$ cat config.mk
export PLATFORM = sky130hd
export DESIGN_NAME = config_image_validator
export DESIGN_NICKNAME = d
export VERILOG_FILES = /design/src/hw/rtl/cfgimg_pkg.sv /design/src/hw/rtl/cfgimg_crc_step.sv /design/src/hw/rtl/cfgimg_check.sv /design/src/hw/rtl/config_image_validator.sv
export SDC_FILE = /design/constraint.sdc
export NUM_CORES = 1
export LEC_CHECK = 0
export BUFFER_PORTS_ARGS = -buffer_cell sky130_fd_sc_hd__buf_4
export CORE_MARGIN = 10
export CORE_UTILIZATION = 40
export CTS_CLUSTER_DIAMETER = 40
export DETAILED_ROUTE_END_ITERATION = 12
export GPL_TIMING_DRIVEN = 0
export PLACE_DENSITY_LB_ADDON = 0.3
export SETUP_SLACK_MARGIN = 0.3
export SYNTH_ARGS = -nofsm -noshare
export SYNTH_HDL_FRONTEND = slang
export SYNTH_SLANG_ARGS = --single-unit
$ cat constraint.sdc
create_clock -name clock -period 15 [get_ports clock]
set_clock_uncertainty 0.1 [all_clocks]
set_input_delay 0.75 -clock clock [delete_from_list [all_inputs] [get_ports clock]]
set_output_delay 0.75 -clock clock [all_outputs]
set_load 0.02 [all_outputs]
$ cat src/hw/rtl/cfgimg_pkg.sv
package cfgimg_pkg;

   localparam int unsigned LEN_W   = 13;
   localparam int unsigned CRC_W   = 32;

   localparam logic [31:0]      IMG_MAGIC       = 32'h3143_474D;
   localparam logic [15:0]      IMG_VERSION     = 16'h0001;
   localparam logic [CRC_W-1:0] CRC_POLY        = 32'hEDB8_8320;
   localparam logic [CRC_W-1:0] CRC_ALL_ONES    = 32'hFFFF_FFFF;
   localparam logic [LEN_W-1:0] MIN_IMAGE_BYTES = 13'd12;
   localparam logic [LEN_W-1:0] LEN_RESET       = 13'd1536;
   localparam logic [LEN_W-1:0] CRC_TAIL_BYTES  = 13'd4;

   typedef enum logic [2:0] {
      FAULT_OK       = 3'd0,
      FAULT_MAGIC    = 3'd1,
      FAULT_VERSION  = 3'd2,
      FAULT_LENGTH   = 3'd3,
      FAULT_CRC      = 3'd4,
      FAULT_READ_ERR = 3'd5
   } fault_type;

   typedef struct packed {
      logic [7:0] data_byte;
      logic       first_byte;
      logic       read_error;
   } item_type;

   typedef struct packed {
      logic             image_valid;
      fault_type        fault;
      logic [CRC_W-1:0] computed_crc;
   } result_type;

endpackage

$ cat src/hw/rtl/cfgimg_crc_step.sv
module cfgimg_crc_step (
   input  logic [cfgimg_pkg::CRC_W-1:0] crc_cur,
   input  logic [7:0]                   data_byte,
   output logic [cfgimg_pkg::CRC_W-1:0] crc_next
);

   // Reflected CRC-32, one byte: eight shift-and-conditional-xor steps
   always_comb begin
      logic [cfgimg_pkg::CRC_W-1:0] c;
      c = crc_cur ^ {24'd0, data_byte};
      for (int k = 0; k < 8; k++) begin
         c = (c >> 1) ^ (c[0] ? cfgimg_pkg::CRC_POLY : '0);
      end
      crc_next = c;
   end

endmodule

$ cat src/hw/rtl/cfgimg_check.sv
module cfgimg_check #(
   parameter int unsigned MAX_IMAGE_BYTES = 4096
) (
   input  logic                          clock,
   input  logic                          reset,
   input  logic                          advance,
   input  cfgimg_pkg::item_type          item,
   input  logic [cfgimg_pkg::LEN_W-1:0]  image_length,
   output logic                          has_result,
   output cfgimg_pkg::result_type        result
);

   localparam int unsigned LEN_MAX_CODE = (1 << cfgimg_pkg::LEN_W) - 1;
   localparam logic [cfgimg_pkg::LEN_W-1:0] LEN_CLAMP =
      (MAX_IMAGE_BYTES > LEN_MAX_CODE) ? cfgimg_pkg::LEN_W'(LEN_MAX_CODE)
                                       : cfgimg_pkg::LEN_W'(MAX_IMAGE_BYTES);

   logic [cfgimg_pkg::LEN_W-1:0] byte_count_ff, byte_count_in;
   logic [cfgimg_pkg::CRC_W-1:0] crc_ff, crc_in;
   logic [31:0]                  magic_ff, magic_in;
   logic [15:0]                  version_ff, version_in;
   logic [15:0]                  length_ff, length_in;
   logic [31:0]                  stored_ff, stored_in;
   logic                         active_ff, active_in;

   logic [cfgimg_pkg::LEN_W-1:0] len;
   logic [cfgimg_pkg::LEN_W-1:0] off;
   logic [cfgimg_pkg::LEN_W-1:0] body_len;
   logic [cfgimg_pkg::LEN_W-1:0] tail_idx;
   logic [cfgimg_pkg::LEN_W:0]   off_next;
   logic [cfgimg_pkg::CRC_W-1:0] crc_base;
   logic [cfgimg_pkg::CRC_W-1:0] crc_upd;
   logic [cfgimg_pkg::CRC_W-1:0] crc_fin;
   logic                         live;

   cfgimg_crc_step u_crc_step (
      .crc_cur   (crc_base),
      .data_byte (item.data_byte),
      .crc_next  (crc_upd)
   );

   always_comb begin
      if (image_length < cfgimg_pkg::MIN_IMAGE_BYTES) begin
         len = cfgimg_pkg::MIN_IMAGE_BYTES;
      end else if (image_length > LEN_CLAMP) begin
         len = LEN_CLAMP;
      end else begin
         len = image_length;
      end
   end

   assign off      = item.first_byte ? '0 : byte_count_ff;
   assign crc_base = item.first_byte ? cfgimg_pkg::CRC_ALL_ONES : crc_ff;
   assign body_len = len - cfgimg_pkg::CRC_TAIL_BYTES;
   assign tail_idx = off - body_len;
   assign off_next = {1'b0, off} + (cfgimg_pkg::LEN_W + 1)'(1);
   assign live     = item.first_byte | active_ff;

   always_comb begin
      // start from the restarted or carried image state
      magic_in      = item.first_byte ? '0 : magic_ff;
      version_in    = item.first_byte ? '0 : version_ff;
      length_in     = item.first_byte ? '0 : length_ff;
      stored_in     = item.first_byte ? '0 : stored_ff;
      crc_in        = crc_base;
      crc_fin       = '0;
      byte_count_in = off;
      active_in     = live;
      has_result    = 1'b0;
      result        = '{image_valid: 1'b0, fault: cfgimg_pkg::FAULT_OK,
                        computed_crc: '0};

      if (live && item.read_error) begin
         active_in         = 1'b0;
         has_result        = 1'b1;
         result.fault      = cfgimg_pkg::FAULT_READ_ERR;
      end else if (live) begin
         if (off < 13'd4) begin
            magic_in[{off[1:0], 3'b000} +: 8] =
               magic_in[{off[1:0], 3'b000} +: 8] | item.data_byte;
         end else if (off < 13'd6) begin
            version_in[{off[0], 3'b000} +: 8] =
               version_in[{off[0], 3'b000} +: 8] | item.data_byte;
         end else if (off < 13'd8) begin
            length_in[{off[0], 3'b000} +: 8] =
               length_in[{off[0], 3'b000} +: 8] | item.data_byte;
         end

         if (off < body_len) begin
            crc_in = crc_upd;
         end else if (off < len) begin
            stored_in[{tail_idx[1:0], 3'b000} +: 8] =
               stored_in[{tail_idx[1:0], 3'b000} +: 8] | item.data_byte;
         end

         byte_count_in = off_next[cfgimg_pkg::LEN_W-1:0];

         if (off_next >= {1'b0, len}) begin
            crc_fin             = crc_in ^ cfgimg_pkg::CRC_ALL_ONES;
            active_in           = 1'b0;
            has_result          = 1'b1;
            result.computed_crc = crc_fin;
            if (magic_in != cfgimg_pkg::IMG_MAGIC) begin
               result.fault = cfgimg_pkg::FAULT_MAGIC;
            end else if (version_in != cfgimg_pkg::IMG_VERSION) begin
               result.fault = cfgimg_pkg::FAULT_VERSION;
            end else if (length_in != {3'b000, len}) begin
               result.fault = cfgimg_pkg::FAULT_LENGTH;
            end else if (stored_in != crc_fin) begin
               result.fault = cfgimg_pkg::FAULT_CRC;
            end else begin
               result.image_valid = 1'b1;
            end
         end
      end
   end

   always_ff @(posedge clock) begin
      if (reset) begin
         active_ff     <= 1'b0;
         byte_count_ff <= '0;
      end else if (advance) begin
         active_ff     <= active_in;
         byte_count_ff <= byte_count_in;
      end
   end

   always_ff @(posedge clock) begin
      if (advance) begin
         crc_ff     <= crc_in;
         magic_ff   <= magic_in;
         version_ff <= version_in;
         length_ff  <= length_in;
         stored_ff  <= stored_in;
      end
   end

endmodule

$ cat src/hw/rtl/config_image_validator.sv
// Configuration image checker.
// The req channel carries one image byte per item: tdata[7:0] is the byte,
// tuser[0] marks offset zero and restarts the check, tuser[1] flags a failed
// flash read. The header (magic, version, length) is captured from the first
// eight bytes and a reflected CRC-32 runs over all but the last four bytes.
// When the image length set on the csr port is reached, one verdict item goes
// out on the rsp channel (valid flag, fault code, computed CRC). A read error
// on an active image sends a read-error verdict at once.
// An accepted item is held in the input register and processed when it
// advances; its verdict is then loaded into the rsp register that drives
// rsp_tvalid. One item per cycle is accepted back to back unless rsp stalls;
// the byte-wide CRC update is a single combinational step between the input
// register and the state registers.
// Reset clears the valid flags of both registers and leaves the checker idle
// with image length 1536. When rsp stalls, the waiting item in the input
// register holds and req_tready drops only once that register is full.
module config_image_validator #(
   parameter int unsigned MAX_IMAGE_BYTES = 4096
) (
   input  logic        clock,
   input  logic        reset,
   input  logic        req_tvalid,
   output logic        req_tready,
   input  logic [7:0]  req_tdata,   // [7:0] data_byte
   input  logic [1:0]  req_tuser,   // [0] first_byte, [1] read_error
   output logic        rsp_tvalid,
   input  logic        rsp_tready,
   output logic [39:0] rsp_tdata,   // [0] image_valid, [3:1] fault,
                                    // [35:4] computed_crc, [39:36] zero
   input  logic        csr_wr_en,
   input  logic [12:0] csr_wr_data
);

   logic                         in_valid_ff;
   cfgimg_pkg::item_type         in_item_ff;
   logic                         out_valid_ff;
   cfgimg_pkg::result_type       out_result_ff;
   logic [cfgimg_pkg::LEN_W-1:0] image_length_ff;

   logic                         advance;
   logic                         has_result;
   cfgimg_pkg::result_type       result;

   assign advance    = in_valid_ff & (~out_valid_ff | rsp_tready);
   assign req_tready = ~in_valid_ff | advance;

   cfgimg_check #(
      .MAX_IMAGE_BYTES (MAX_IMAGE_BYTES)
   ) u_check (
      .clock        (clock),
      .reset        (reset),
      .advance      (advance),
      .item         (in_item_ff),
      .image_length (image_length_ff),
      .has_result   (has_result),
      .result       (result)
   );

   always_ff @(posedge clock) begin
      if (reset) begin
         image_length_ff <= cfgimg_pkg::LEN_RESET;
      end else if (csr_wr_en) begin
         image_length_ff <= csr_wr_data;
      end
   end

   always_ff @(posedge clock) begin
      if (reset) begin
         in_valid_ff <= 1'b0;
      end else if (req_tready) begin
         in_valid_ff <= req_tvalid;
      end
   end

   always_ff @(posedge clock) begin
      if (req_tvalid && req_tready) begin
         in_item_ff <= '{data_byte: req_tdata, first_byte: req_tuser[0],
                         read_error: req_tuser[1]};
      end
   end

   // load a verdict, or drop the shown one once taken
   always_ff @(posedge clock) begin
      if (reset) begin
         out_valid_ff <= 1'b0;
      end else if (advance && has_result) begin
         out_valid_ff <= 1'b1;
      end else if (rsp_tready) begin
         out_valid_ff <= 1'b0;
      end
   end

   always_ff @(posedge clock) begin
      if (advance && has_result) begin
         out_result_ff <= result;
      end
   end

   assign rsp_tvalid = out_valid_ff;
   assign rsp_tdata  = {4'b0000, out_result_ff.computed_crc,
                        out_result_ff.fault, out_result_ff.image_valid};

endmodule

# Word level (Yosys, flattened, before mapping)
# Cells that the tools add are included.
[word_totals]
regBits = 203
latch_bits = 0
mem_bits_rw = 0
mem_bits_ro = 0
mem_count = 0
[classes]
addsub = 6
mul = 0
n_div = 0
n_lt_le_gt_ge = 8
eq_ne = 4
n_shift = 11
n_mux = 66
bitwise = 22
reduce_logical = 7
[ops]
columns = ["operator", "n"]
rows = [
  ["2-to-1 mux 32 bit", 27],
  ["XOR 31 x 32 -> 32 bit", 8],
  ["2-to-1 mux 16 bit", 15],
  ["2-to-1 mux 35 bit", 2],
  ["2-to-1 mux 13 bit", 5],
  ["bitwise mux 32 bit", 2],
  ["variable shift 8 x 7 -> 32 bit, first input constant", 2],
  ["indexed part select 32 x 6 -> 8 bit", 2],
  ["indexed part select 8 x 7 -> 32 bit", 2],
  ["bitwise mux 16 bit", 2],
  ["!= test 32 x 30 -> 1 bit, second input constant", 1],
  ["!= test 32 bit", 1],
  ["inverter 32 bit", 1],
  ["bitwise OR 8 bit", 4],
  ["indexed part select 16 x 5 -> 8 bit", 2],
  ["indexed part select 8 x 6 -> 16 bit", 2],
  ["XOR 32 x 8 -> 32 bit", 1],
  ["less-than comparator 13 bit", 2],
  ["less-than comparator 13 x 3 -> 1 bit, second input constant", 2],
  ["less-than comparator 13 x 4 -> 1 bit, second input constant", 2],
  ["!= test 16 x 1 -> 1 bit, second input constant", 1],
  ["!= test 16 x 13 -> 1 bit", 1],
  ["variable shift 8 x 6 -> 16 bit, first input constant", 1],
  ["adder 13 x 1 -> 14 bit, second input constant", 1],
  ["other kinds (16)", 35],
]

# Longest topological paths before layout
[depth]
word_depth = 29
ltp_mapped = 26
depth_no_buf = 22

# Cells and area by module
# Synthesis repeated with hierarchy kept, for this count alone.
[unflattened]
hier_cells = 1442
area_unflattened_um2 = 13870.8
[by_module_without_submodules]
columns = ["mod", "n_inst", "cells_per_inst", "area_each_um2", "seq_area_each_um2"]
rows = [
  ["cfgimg_check", 1, 1268, 11074.4, 4124.0],
  ["config_image_validator", 1, 104, 1983.2, 1681.6],
  ["cfgimg_crc_step", 1, 70, 813.3, 0.0],
]

# Worst setup path after synthesis
# OpenSTA, ideal clock, no wires.
[synth_timing]
path_type = "register to register"
from = "register in_item_ff[1] (netlist bit)"
to = "register out_result_ff (netlist bit rsp_tdata[0]) (enable)"
setup_ns = 0.391
arrival_ns = 5.584
required_time_ns = 14.509
path_slack_ns = 8.925
path_stages_with_launch = 24
path_buffers = 8
path_cell_list = "edfxtp_1 buf_2 buf_2 inv_2 buf_2 buf_2 buf_2 buf_2 buf_1 buf_1 nand2_1 inv_1 ha_1 nand2_1 nor3_1 and4_1 nand3_1 xnor2_1 ha_1 nand4_1 o211ai_1 nor2_1 or3_1 inv_1"
[synth_between]
elab_chain_len = 7
elab_cells_between_ends = 9
[synth_rtl]
columns = ["item", "line_no", "source"]
rows = [
  ["start, declared", "config_image_validator.sv:35", "cfgimg_pkg::item_type in_item_ff;"],
  ["start signal, assigned", "config_image_validator.sv:77", "in_item_ff <= '{data_byte: req_tdata, first_byte: req_tuser[0],"],
  ["2-to-1 mux 13 bit", "cfgimg_check.sv:52", "assign off = item.first_byte ? '0 : byte_count_ff;"],
  ["adder 13 x 1 -> 14 bit", "cfgimg_check.sv:56", "assign off_next = {1'b0, off} + (cfgimg_pkg::LEN_W + 1)'(1);"],
  [">= comparator 14 x 13 -> 1 bit", "cfgimg_check.sv:98", "if (off_next >= {1'b0, len}) begin"],
  ["2-to-1 mux 1 bit", "cfgimg_check.sv:98", ""],
  ["2-to-1 mux 1 bit", "cfgimg_check.sv:77", "end else if (live) begin"],
  ["2-to-1 mux 1 bit *", "cfgimg_check.sv:73", "if (live && item.read_error) begin"],
  ["logical AND 1 bit *", "config_image_validator.sv:94", "if (advance && has_result) begin"],
  ["end signal, assigned", "config_image_validator.sv:95", "out_result_ff <= result;"],
  ["end, declared", "config_image_validator.sv:37", "cfgimg_pkg::result_type out_result_ff;"],
]
# Mark *: on every way between the ends. The rest lies on a longest branch, timed or not.
# A chain may end at the register's enable or synchronous reset.

# Worst setup path after layout
[layout_timing]
from = "register in_item_ff[1] (netlist bit)"
to = "register out_result_ff (netlist bit rsp_tdata[3]) (data pin)"
[layout_between]
elab_chain_len = 23
elab_cells_between_ends = 85
[layout_rtl]
columns = ["item"]
rows = [
  ["branches (longest 23 deep; another with subtractor 2 bit)"],
]
# Parallel ways; which one is timed is not known. The select of a mux whose other input is x is not followed.

==> qor.txt <==
fillers: 3291
Final Slew Violations: 0
Final #Nets: 1656
Ports: 70
Worst Setup End Kind: flip-flop
CTS tree: done
post-cts resize count: 0
vias in the first global route: 12100
Worst Path Required: 15.15 ns
synthesized instance count: 1476
initial drt markers: 1373
Die Span Y: 207 um
CTS H-tree lvls: 2
Post-synth EDFFs: 174
met2 wire length: 21.7 mm
HP Start: req_tdata[5]
sequential share of the synthesized area: 41.3%
actual slew at the worst max-slew pin: 1.36 ns
Initial Util: 40.6%
Crit. Startpoint: in_item_ff[1]$_DFFE_PP_
row count: 68
Max FO, Critical Path: 10
Via Count: 12500
max layer used: met5
# Post-CTS Setup Buffers: 0
Yosys cell types: 85
post-synthesis sequential element count: 203
Tmin final: 9.71 ns
DP HPWL: 35.3 mm
clk sink count: 203
worst slew margin relative to its limit: 8.86%
FMAX: 0.103 GHz
largest net degree at the start of global routing: 97
die area: 43000 um^2
critical path class: flip-flop to flip-flop
final worst-path cycle share: 64.7%
RSZ-0062 raised after global routing: no
final-report setup violation count: 0
Vias/cell: 6.05
Fin Hold WS: 0.311 ns
Final TNS setup: 0 ns
total wire length: 48.8 mm
Initial DRT Pass Iterations: 6
Mean Syn Cell Area: 9.52 um^2
DR WL met3: 4.48 mm
HP Class: input pin to flip-flop
Tot GR Track Use: 21.7%
DR WL/cell: 23.7 um
final hold viol count: 0
PwrDens: 111 nW/um^2
share of post-route cells with drive strength above 1: 12.6%
crit path DAT: 9.86 ns
total gr overflow: 0
P_leak: 6.45 nW
clk buf depth: 3
Syn. warnings: 0
first-pass GRT wire length: 74.0 mm
status: completed
ANT cells: 0
Post-Syn Area: 14100 um^2
Clock transition at path regs: 0.05 ns
met1 WL: 20.2 mm
startpoint types: flip-flop
Post-DRT Antenna Nets: 0
Main synth FF type: edfxtp_1
PortBufs: 63
Hold-fix buffers, CTS: 0
drt drc: 0
CTS root buffer: clkbuf_16
peak supply drop: 102 uV
clock buffer count from CTS: 34
Area Overhead vs Synth: 15.6%
routability cong.: 0.950
antenna violations before repair: 1
width of the die: 207 um
clk_lat worst skew: 0.53 ns
FF-to-FF Start: in_item_ff[1]$_DFFE_PP_
area of the core: 34600 um^2
ys async rst share: 0%
final core occ: 46.9%
Max-Cap Viols: 0
## registers in the layout, summed over array words and instances, names as in the netlist
| name | flops |
|---|---|
| rsp_tdata | 36 |
| u_check.length_ff | 16 |
| in_item_ff | 10 |
| rsp_tvalid | 1 |
| u_check.version_ff | 16 |
| u_check.byte_count_ff | 13 |
| u_check.active_ff | 1 |
| in_valid_ff | 1 |
| image_length_ff | 13 |
| u_check.crc_ff | 32 |
| u_check.stored_ff | 32 |
| u_check.magic_ff | 32 |
## cells in the mapped netlist (42+ instances only)
| master | instances | share of area (%) |
|---|---|---|
| edfxtp_1 | 174 | 37 |
| nand2_1 | 164 | 4.4 |
| nor2_1 | 151 | 4.0 |
| a21oi_1 | 111 | 4.0 |
| mux2i_1 | 95 | 6.8 |
| xnor2_1 | 82 | 5.1 |
| o21ai_0 | 76 | 2.7 |
| clkbuf_1 | 51 | 1.4 |
| ha_1 | 49 | 4.4 |
| nand3_1 | 45 | 1.6 |
| xor2_1 | 44 | 2.7 |
| nor3_1 | 42 | 1.5 |
## power by group
part	internal (mW)	switching (mW)
sequential	0.642	0.0183
combinational	0.137	0.245
clock	0.460	0.308
total	1.24	0.571
## cell usage in the layout (no fill, tap or decap), types with 8 or more instances in the layout
cell        count
dfxtp_1        29
xnor2_1        82
clkbuf_1       52
and3_1         15
buf_2          22
nand2_1       164
nand3_1        45
o2bb2ai_1       9
inv_1          14
a22o_1         12
xor2_1         44
buf_4          71
clkbuf_16      34
nor3_1         42
a22oi_1        12
o31ai_1        11
nor2_1        151
mux2i_1        95
clkinvlp_4      8
a21oi_1       111
inv_6           8
buf_1          14
ha_1           49
a31oi_1        14
and2_1          8
o21ai_0        76
nor4_1         10
nand4_1        14
edfxtp_1      174
mux2_2          9
or3_1          12
nor2b_1        28
a21o_1         10
## area by class of cell
type                            instances  area, um^2  share of cell area [%]
Clock buffer                           35         855                    5.26
Tap cell                              455         569                    3.50
Buffer                                 96         425                    2.62
Multi-Input combinational cell       1161        7770                    47.8
Sequential cell                       203        5810                    35.7
Timing Repair Buffer                   64         500                    3.08
Clock inverter                         26         250                    1.54
Inverter                               19        76.3                   0.470
## kinds of logic after synthesis
group	synth area share, %
AND/OR/NAND/NOR	18.8
other	0.0267
adder cells (fa/ha/maj)	4.36
AO/OA/AOI/OAI	14.4
buffers and inverters	3.53
flip-flops	41.3
multiplexers	8.61
XOR/XNOR	8.95
## metrics by stage
step / setup WS (ns) / instances / instance area [um^2] / power (mW)
CTS: 5.68 / 2059 / 16200 / 1.80
global route: 5.30 / 2059 / 16200 / 1.87
finish: 5.29 / 2059 / 16200 / 1.81
global placement: 5.61 / 1997 / 15100 / 1.04
detailed placement: 5.71 / 1998 / 15100 / 1.04
floorplan: 8.93 / 1479 / 14100 / 0.923
## layer usage
metal / vias up / track usage [%]
met5: - / 0
met4: 2 / 10.6
met3: 159 / 4.02
met2: 721 / 33.8
met1: 5940 / 28.6
li1: 5643 / -
## path summary, 6_finish.rpt
| check | depth (start not counted) | endpoint | slack, ns |
|---|---|---|---|
| worst min-delay path | 1 | in_item_ff[7]$_DFFE_PP_ | 0.31 |
| worst max register to register | 22 | rsp_tdata[3]$_SDFFCE_PP1P_ | 5.29 |
| worst max-delay path | 22 | rsp_tdata[3]$_SDFFCE_PP1P_ | 5.29 |
| worst min register to register | 2 | rsp_tvalid$_SDFFE_PP0P_ | 0.41 |
## worst max-delay path, cell delays in order, from the launching register on
cell       delay (ns)
edfxtp_1         0.34
buf_2            0.27
buf_2            0.38
clkbuf_1         0.65
clkbuf_1         0.65
buf_2            0.47
buf_2            0.46
clkbuf_1         0.68
buf_1            0.58
clkbuf_1         0.63
nor2b_1          0.16
ha_1             0.32
o2111ai_1        0.13
a211oi_1         0.73
nor2_1           0.16
nand4_1          0.14
clkbuf_1         0.66
mux2i_1          0.46
xnor2_1          0.11
or4b_1           0.59
nor4_2           0.16
o2111ai_1        0.28
a22o_1           0.31
Power figures use the tool's default switching activity.
